[src/rtl/stk_pkg.sv]
// shared types and codes for the stack with search
package stk_pkg;

    localparam int DATA_W = 32;
    localparam int FIELD_W = 5;
    localparam int TDATA_W = 48;

    typedef logic [1:0] action_t;
    typedef logic [2:0] status_t;
    typedef logic signed [DATA_W-1:0] word_t;

    localparam action_t ACT_PUSH   = 2'd0;
    localparam action_t ACT_POP    = 2'd1;
    localparam action_t ACT_LIST   = 2'd2;
    localparam action_t ACT_SEARCH = 2'd3;

    localparam status_t STAT_PUSHED    = 3'd0;
    localparam status_t STAT_POPPED    = 3'd1;
    localparam status_t STAT_EMPTY     = 3'd2;
    localparam status_t STAT_FULL      = 3'd3;
    localparam status_t STAT_ENTRY     = 3'd4;
    localparam status_t STAT_FOUND     = 3'd5;
    localparam status_t STAT_NOT_FOUND = 3'd6;

endpackage

[src/rtl/stk_mem.sv]
// entry store: one write port, one registered read port
module stk_mem #(
    parameter int DEPTH = 16,
    parameter int AW = 4
) (
    input  logic                  aclk,
    input  logic                  we,
    input  logic [AW-1:0]         waddr,
    input  stk_pkg::word_t        wdata,
    input  logic                  re,
    input  logic [AW-1:0]         raddr,
    output stk_pkg::word_t        rdata
);

    stk_pkg::word_t mem [DEPTH];
    stk_pkg::word_t rdata_reg;

    always_ff @(posedge aclk) begin
        if (we) begin
            mem[waddr] <= wdata;
        end
    end

    always_ff @(posedge aclk) begin
        if (re) begin
            rdata_reg <= mem[raddr];
        end
    end

    assign rdata = rdata_reg;

endmodule

[src/rtl/stack_with_search.sv]
// top level: bounded lifo stack with list and search, sequencer over one read port
//
//  channel | dir | tdata (low bit up)               | tuser  | tlast
//  s_      | in  | value[31:0]                      | action | -
//  m_      | out | data[31:0] position[4:0] count[4:0] | status | last result
//
// list gives one result a cycle while the output is not stalled, and search
// checks one entry a cycle, both set by the single registered read port
// stepping from the top.
// synchronous active-low reset empties the stack; entries are not cleared.
// a stalled result holds the sequencer; one request is taken while the last
// result of the previous one still waits in the output register.
module stack_with_search #(
    parameter int DEPTH = 16
) (
    input  logic                          aclk,
    input  logic                          aresetn,
    input  logic                          s_tvalid,
    output logic                          s_tready,
    input  logic [stk_pkg::DATA_W-1:0]    s_tdata,  // value
    input  logic [1:0]                    s_tuser,  // action
    output logic                          m_tvalid,
    input  logic                          m_tready,
    output logic [stk_pkg::TDATA_W-1:0]   m_tdata,  // data, position, count
    output logic [2:0]                    m_tuser,  // status
    output logic                          m_tlast
);

    localparam int AW = $clog2(DEPTH);
    localparam int CW = $clog2(DEPTH + 1);
    localparam int FW = stk_pkg::FIELD_W;

    typedef enum logic [1:0] {
        ST_IDLE,
        ST_EXEC,
        ST_USE
    } state_t;

    state_t           state_reg, state_next;
    stk_pkg::action_t act_reg, act_next;
    stk_pkg::word_t   val_reg, val_next;
    logic [CW-1:0]    cnt_reg, cnt_next;
    logic [CW-1:0]    idx_reg, idx_next;

    logic             m_valid_reg, m_valid_next;
    stk_pkg::status_t m_status_reg, m_status_next;
    stk_pkg::word_t   m_data_reg, m_data_next;
    logic [FW-1:0]    m_pos_reg, m_pos_next;
    logic [FW-1:0]    m_cnt_reg, m_cnt_next;
    logic             m_last_reg, m_last_next;

    logic             mem_we;
    logic             mem_re;
    logic [AW-1:0]    mem_raddr;
    stk_pkg::word_t   mem_rdata;

    logic             out_free;
    logic             empty;
    logic             full;
    logic             at_last;
    logic             match;
    logic [CW-1:0]    idx_plus1;
    logic [CW-1:0]    addr_cur;
    logic [CW-1:0]    addr_nxt;

    logic             e_valid;
    stk_pkg::status_t e_status;
    stk_pkg::word_t   e_data;
    logic [CW-1:0]    e_pos;
    logic [CW-1:0]    e_cnt;
    logic             e_last;
    logic [CW+FW-1:0] e_pos_wide;
    logic [CW+FW-1:0] e_cnt_wide;

    stk_mem #(
        .DEPTH (DEPTH),
        .AW    (AW)
    ) u_mem (
        .aclk  (aclk),
        .we    (mem_we),
        .waddr (cnt_reg[AW-1:0]),
        .wdata (val_reg),
        .re    (mem_re),
        .raddr (mem_raddr),
        .rdata (mem_rdata)
    );

    assign out_free  = !m_valid_reg || m_tready;
    assign empty     = (cnt_reg == '0);
    assign full      = (cnt_reg == CW'(DEPTH));
    assign idx_plus1 = idx_reg + CW'(1);
    assign at_last   = (idx_plus1 == cnt_reg);
    assign addr_cur  = cnt_reg - CW'(1) - idx_reg;
    assign addr_nxt  = cnt_reg - CW'(2) - idx_reg;
    assign match     = (mem_rdata == val_reg);
    assign e_pos_wide = {{FW{1'b0}}, e_pos};
    assign e_cnt_wide = {{FW{1'b0}}, e_cnt};

    always_comb begin
        state_next = state_reg;
        act_next   = act_reg;
        val_next   = val_reg;
        cnt_next   = cnt_reg;
        idx_next   = idx_reg;
        mem_we     = 1'b0;
        mem_re     = 1'b0;
        mem_raddr  = addr_cur[AW-1:0];
        e_valid    = 1'b0;
        e_status   = stk_pkg::STAT_EMPTY;
        e_data     = '0;
        e_pos      = '0;
        e_cnt      = cnt_reg;
        e_last     = 1'b1;

        case (state_reg)
            ST_IDLE: begin
                if (s_tvalid) begin
                    act_next   = s_tuser;
                    val_next   = s_tdata;
                    idx_next   = '0;
                    state_next = ST_EXEC;
                end
            end
            ST_EXEC: begin
                case (act_reg)
                    stk_pkg::ACT_PUSH: begin
                        if (out_free) begin
                            e_valid    = 1'b1;
                            e_data     = val_reg;
                            state_next = ST_IDLE;
                            if (full) begin
                                e_status = stk_pkg::STAT_FULL;
                            end else begin
                                mem_we   = 1'b1;
                                cnt_next = cnt_reg + CW'(1);
                                e_status = stk_pkg::STAT_PUSHED;
                                e_cnt    = cnt_reg + CW'(1);
                            end
                        end
                    end
                    stk_pkg::ACT_POP, stk_pkg::ACT_LIST: begin
                        if (empty) begin
                            if (out_free) begin
                                e_valid    = 1'b1;
                                e_status   = stk_pkg::STAT_EMPTY;
                                state_next = ST_IDLE;
                            end
                        end else begin
                            mem_re     = 1'b1;
                            state_next = ST_USE;
                        end
                    end
                    stk_pkg::ACT_SEARCH: begin
                        if (empty) begin
                            if (out_free) begin
                                e_valid    = 1'b1;
                                e_status   = stk_pkg::STAT_NOT_FOUND;
                                e_data     = val_reg;
                                state_next = ST_IDLE;
                            end
                        end else begin
                            mem_re     = 1'b1;
                            state_next = ST_USE;
                        end
                    end
                    default: begin
                        state_next = ST_IDLE;
                    end
                endcase
            end
            ST_USE: begin
                case (act_reg)
                    stk_pkg::ACT_POP: begin
                        if (out_free) begin
                            e_valid    = 1'b1;
                            e_status   = stk_pkg::STAT_POPPED;
                            e_data     = mem_rdata;
                            e_cnt      = cnt_reg - CW'(1);
                            cnt_next   = cnt_reg - CW'(1);
                            state_next = ST_IDLE;
                        end
                    end
                    stk_pkg::ACT_LIST: begin
                        if (out_free) begin
                            e_valid  = 1'b1;
                            e_status = stk_pkg::STAT_ENTRY;
                            e_data   = mem_rdata;
                            e_pos    = idx_plus1;
                            e_last   = at_last;
                            if (at_last) begin
                                state_next = ST_IDLE;
                            end else begin
                                idx_next  = idx_plus1;
                                mem_re    = 1'b1;
                                mem_raddr = addr_nxt[AW-1:0];
                            end
                        end
                    end
                    stk_pkg::ACT_SEARCH: begin
                        if (match) begin
                            if (out_free) begin
                                e_valid    = 1'b1;
                                e_status   = stk_pkg::STAT_FOUND;
                                e_data     = val_reg;
                                e_pos      = idx_plus1;
                                state_next = ST_IDLE;
                            end
                        end else if (at_last) begin
                            if (out_free) begin
                                e_valid    = 1'b1;
                                e_status   = stk_pkg::STAT_NOT_FOUND;
                                e_data     = val_reg;
                                state_next = ST_IDLE;
                            end
                        end else begin
                            idx_next  = idx_plus1;
                            mem_re    = 1'b1;
                            mem_raddr = addr_nxt[AW-1:0];
                        end
                    end
                    default: begin
                        state_next = ST_IDLE;
                    end
                endcase
            end
            default: begin
                state_next = ST_IDLE;
            end
        endcase

        m_valid_next  = m_valid_reg && !m_tready;
        m_status_next = m_status_reg;
        m_data_next   = m_data_reg;
        m_pos_next    = m_pos_reg;
        m_cnt_next    = m_cnt_reg;
        m_last_next   = m_last_reg;
        if (e_valid) begin
            m_valid_next  = 1'b1;
            m_status_next = e_status;
            m_data_next   = e_data;
            m_pos_next    = e_pos_wide[FW-1:0];
            m_cnt_next    = e_cnt_wide[FW-1:0];
            m_last_next   = e_last;
        end
    end

    always_ff @(posedge aclk) begin
        if (!aresetn) begin
            state_reg   <= ST_IDLE;
            cnt_reg     <= '0;
            idx_reg     <= '0;
            m_valid_reg <= 1'b0;
        end else begin
            state_reg   <= state_next;
            cnt_reg     <= cnt_next;
            idx_reg     <= idx_next;
            m_valid_reg <= m_valid_next;
        end
        act_reg      <= act_next;
        val_reg      <= val_next;
        m_status_reg <= m_status_next;
        m_data_reg   <= m_data_next;
        m_pos_reg    <= m_pos_next;
        m_cnt_reg    <= m_cnt_next;
        m_last_reg   <= m_last_next;
    end

    assign s_tready = (state_reg == ST_IDLE);
    assign m_tvalid = m_valid_reg;
    assign m_tdata  = {{(stk_pkg::TDATA_W - stk_pkg::DATA_W - 2 * FW){1'b0}},
                       m_cnt_reg, m_pos_reg, m_data_reg};
    assign m_tuser  = m_status_reg;
    assign m_tlast  = m_last_reg;

endmodule
[config.mk]
export PLATFORM = sky130hd
export DESIGN_NAME = stack_with_search
export DESIGN_NICKNAME = d
export VERILOG_FILES = /design/src/rtl/stk_pkg.sv /design/src/rtl/stk_mem.sv /design/src/rtl/stack_with_search.sv
export SDC_FILE = /design/constraint.sdc
export NUM_CORES = 1
export LEC_CHECK = 0
export BUFFER_PORTS_ARGS = -buffer_cell sky130_fd_sc_hd__clkbuf_2
export CAP_MARGIN = 15
export CELL_PAD_IN_SITES_DETAIL_PLACEMENT = 1
export CELL_PAD_IN_SITES_GLOBAL_PLACEMENT = 2
export CORE_UTILIZATION = 48
export DETAILED_ROUTE_END_ITERATION = 16
export PLACE_DENSITY_LB_ADDON = 0.1
export RECOVER_POWER = 50
export REMOVE_ABC_BUFFERS = 1
export SKIP_LAST_GASP = 1
export SYNTH_ARGS = -nofsm -noshare
export SYNTH_HDL_FRONTEND = slang
export SYNTH_SLANG_ARGS = --single-unit
[constraint.sdc]
create_clock -name aclk -period 8.7 [get_ports aclk]
set_input_delay 0.435 -clock aclk [delete_from_list [all_inputs] [get_ports aclk]]
set_output_delay 0.435 -clock aclk [all_outputs]
set_load 0.02 [all_outputs]
==> metrics.md <==
| Metric | Value |
|---|---|
| Synth top area share | `0.643` |
| Post-synth top area cell | `edfxtp_1` |
| Vias/cell | `around 6.4` |
| Number of global-route vias before repair | `approximately 21k` |
| Grt ovf | `0` |
| Setup slack, reg-to-reg | `3.13 ns` |
| FF-to-FF End | `u_mem.rdata[30]$_DFFE_PP_` |
| Max Clock Skew | `0.0161 ns` |
| Initial Util | `0.490` |
| Share of layout cells above drive strength 1 | `0.115` |
| Switching power | `between 1 and 1.5 mW` |
| Hold wc startpoint | `s_tdata[7]` |
| Max_slew headroom | `-1.49` |
| Pwr dens | `201 nW/um2` |
| R2r startpoint | `idx_reg[0]$_SDFFE_PN0P_` |
| Gate power share | `0.035` |
| CTS tree | `yes` |
| Clk network pwr share | `0.435` |
| Peak VDD IR | `0.187 mV` |
| Core area | `59500 um2` |
| Total GRT Usage | `0.304` |
| Max-slew violation count | `104` |
| Status | `finished, violations left` |
| # fillers | `5898` |
| Die X | `between 200 and 250 um` |
| Setup tns final | `0 ns` |
| Violations in the final reports | `max-capacitance violations, max-slew violations` |
| Top cells by area, synth | `edfxtp_1 (64%), nand2_1 (6.2%), a21oi_1 (2.5%)` |
| Reg with most FFs | `u_mem.mem` |
| Largest net degree at the start of global routing | `about 200` |
| Initial antenna violation count | `1` |
| Sw Ratio | `0.218` |
| Crit path DAT | `5.92 ns` |
| Port Buf Inserts | `85` |
| Final Total Pwr | `between 6 and 7 mW` |
| Fraction of registers with async set or reset after synthesis | `0` |
| Rows | `around 90` |
| Max reg flops | `about 510` |
| # DRC | `0` |
| CTS Buffer Depth | `3` |
| Final setup fails | `0` |
| Fin cells | `3156` |
| FMAX | `0.180 GHz` |
| Die footprint | `61700 um2` |
| CP endpoint kind | `flop` |
| Final wirelength | `93000 um` |
| RD Place Congestion | `0.825` |
| R2R cell count | `12` |
| Via count | `approximately 20k` |
| Post-layout nets | `2393` |
| RSZ-0062 raised after global routing | `no` |
| Min-delay worst type | `in -> reg` |
| Crit share post-route | `0.640` |
| Yosys warnings | `0` |
| CP max FO | `65` |
| Internal | `5.12 mW` |
| Final hold vios | `0` |
| Setup CP Type | `reg -> reg` |
| Seq pwr share | `0.530` |
| Post-route ant nets | `0` |
| Clock-pin slew on the worst setup and hold paths | `0.06 ns` |
| Post-synth EDFFs | `624` |
| Clk sinks | `637` |
| Ys flop type | `edfxtp_1` |
| Inserted Diodes | `0` |
| Clock root buffer | `clkbuf_16` |
| Placed cell count | `3009` |
| Post-Syn Area | `between 20000 and 30000 um2` |
| Number of max-cap violations | `4` |
| Syn_area_per_cell | `12.8 um2` |
| Worst Hold End | `val_reg[7]$_DFFE_PP_` |
| Post-synthesis cell count | `2268` |
| CP required | `9.05 ns` |
| Leakage | `11.3 nW` |
| Worst-Margin Slew | `3.73 ns` |
| H-tree depth | `3` |
| Number of stages on the worst hold path | `1` |
| Crit path time final | `approximately 5.6 ns` |
| First-pass GRT wire length | `135000 um` |
| DR iter-0 viols | `2022` |
| Synth-to-layout area growth | `11.9%` |
| WL/cell | `29.5 um` |
| Netlist cell types | `between 70 and 80` |
| Sequential share of the synthesized area | `0.652` |
| Cts bufs inserted | `between 60 and 70` |
| Io pins | `92` |
| Critical path startpoint category | `flop` |
| Worst skew pair latency | `0.62 ns` |
| Initial DRT Pass Iterations | `5` |
| Synth Register Bits | `~640` |
| DP Wirelength | `48000 um` |
| Post-cts sizing count | `0` |
| Die height | `~250 um` |
## layer usage
metal  vias up  global-route usage  share of wire
li1       8748                   -              -
met1     10601               0.409           0.42
met2       823               0.510           0.49
met3       177              0.0438          0.066
met4         0              0.0913          0.025
met5         -                   0              0
## placed cells by master, fill, tap and decap left out, types with 6 or more instances in the layout
master / count
clkinv_2: 10
and3_1: 36
clkinv_1: 15
nor2_4: 15
mux2_2: 31
o221ai_1: 32
nand4_1: 7
and2_1: 11
buf_4: 37
nor4_1: 8
dfxtp_1: 13
a211oi_2: 14
a22o_1: 33
a21oi_1: 143
conb_1: 6
nor3_1: 38
o21ai_0: 47
clkbuf_16: 72
clkbuf_2: 24
ha_1: 20
inv_1: 24
clkbuf_1: 82
nor2_1: 13
edfxtp_1: 624
nand2b_1: 6
dlygate4sd3_1: 25
xor2_1: 37
nor2b_1: 36
nand2_1: 485
a22oi_1: 34
mux4_2: 31
mux2i_1: 64
a32oi_1: 32
nand3_1: 76
a211oi_1: 17
a221oi_1: 31
o2bb2ai_1: 32
a31oi_1: 37
## final cells by class
type	count	area [um2]	share of cell area
Timing Repair Buffer	155	972	0.0298
Multi-Input combinational cell	1445	9450	0.290
Clock buffer	89	1870	0.0572
Clock inverter	33	279	0.00855
Inverter	24	90.1	0.00276
Sequential cell	637	19000	0.582
Tap cell	773	967	0.0296
## synth_stat cells (all sizes together), types with 35 or more instances
cell type / instances
a21oi: 144
a22oi: 35
a31oi: 37
and3: 36
buf: 62
clkbuf: 105
edfxtp: 624
mux2i: 64
nand2: 485
nand3: 78
nor2b: 36
nor3: 44
o21ai: 51
xor2: 37
## through the flow
step | setup slack, ns | instance area (um2) | utilization | hold slack, ns
after floorplan | -2.54 | 28300 | - | 0.489
after global placement | 3.25 | 30300 | 0.510 | 0.512
after detailed placement | 3.24 | 30300 | 0.510 | 0.532
after CTS | 3.19 | 32700 | 0.550 | 0.0000932
after global routing | 2.89 | 32600 | 0.549 | 0.0429
final | 3.13 | 32600 | 0.549 | 0.0590
## worst max-delay path, stage by stage (launching register included)
cell and delay, ns:
dfxtp_1 0.53, ha_1 0.31, xor3_1 0.33, nor3_1 0.54
nand4_1 0.28, a221oi_2 0.41, or3b_4 0.74, buf_4 0.83
nor2_4 0.01, buf_4 0.37, a221o_1 0.44, o32ai_1 0.32
nor3_1 0.10
## power groups by stage
stage	Sequential [mW]	Combinational, mW	Clock, mW
finish	3.47	0.232	2.84
global route	3.47	0.247	2.98
floorplan	3.51	0.130	0
CTS	3.46	0.235	2.88
detailed placement	3.53	0.224	0
global placement	3.52	0.220	0
## worst max path at each step
| stage | startpoint | endpoint | slack [ns] |
|---|---|---|---|
| final | idx_reg[0]$_SDFFE_PN0P_ | u_mem.rdata[30]$_DFFE_PP_ | 3.13 |
| after global routing | idx_reg[0]$_SDFFE_PN0P_ | u_mem.rdata[30]$_DFFE_PP_ | 2.89 |
| after floorplan | cnt_reg[0]$_SDFF_PN0_ | u_mem.rdata[10]$_DFFE_PP_ | -2.54 |
| after detailed placement | val_reg[30]$_DFFE_PP_ | u_mem.rdata[6]$_DFFE_PP_ | 3.24 |
| after CTS | val_reg[30]$_DFFE_PP_ | u_mem.rdata[6]$_DFFE_PP_ | 3.19 |
| after global placement | val_reg[30]$_DFFE_PP_ | u_mem.rdata[30]$_DFFE_PP_ | 3.25 |
## cell families after synthesis
kind of cell               share of synthesized area
adders and majority gates                     0.0104
AOI/OAI and AO/OA                              0.120
DFF                                            0.652
muxes                                         0.0579
other                                       0.000129
buffers and inverters                         0.0309
and+or+nand+nor                                0.114
xor gates and xnor gates                      0.0151
## timing repair
action | in CTS | in global routing
hold buffers | 25 | 0
endpoints found under the setup margin | 0 | 0
buffers inserted | 0 | 0
endpoints found under the hold margin | 25 | 0
(Power assumes the default switching activity.)
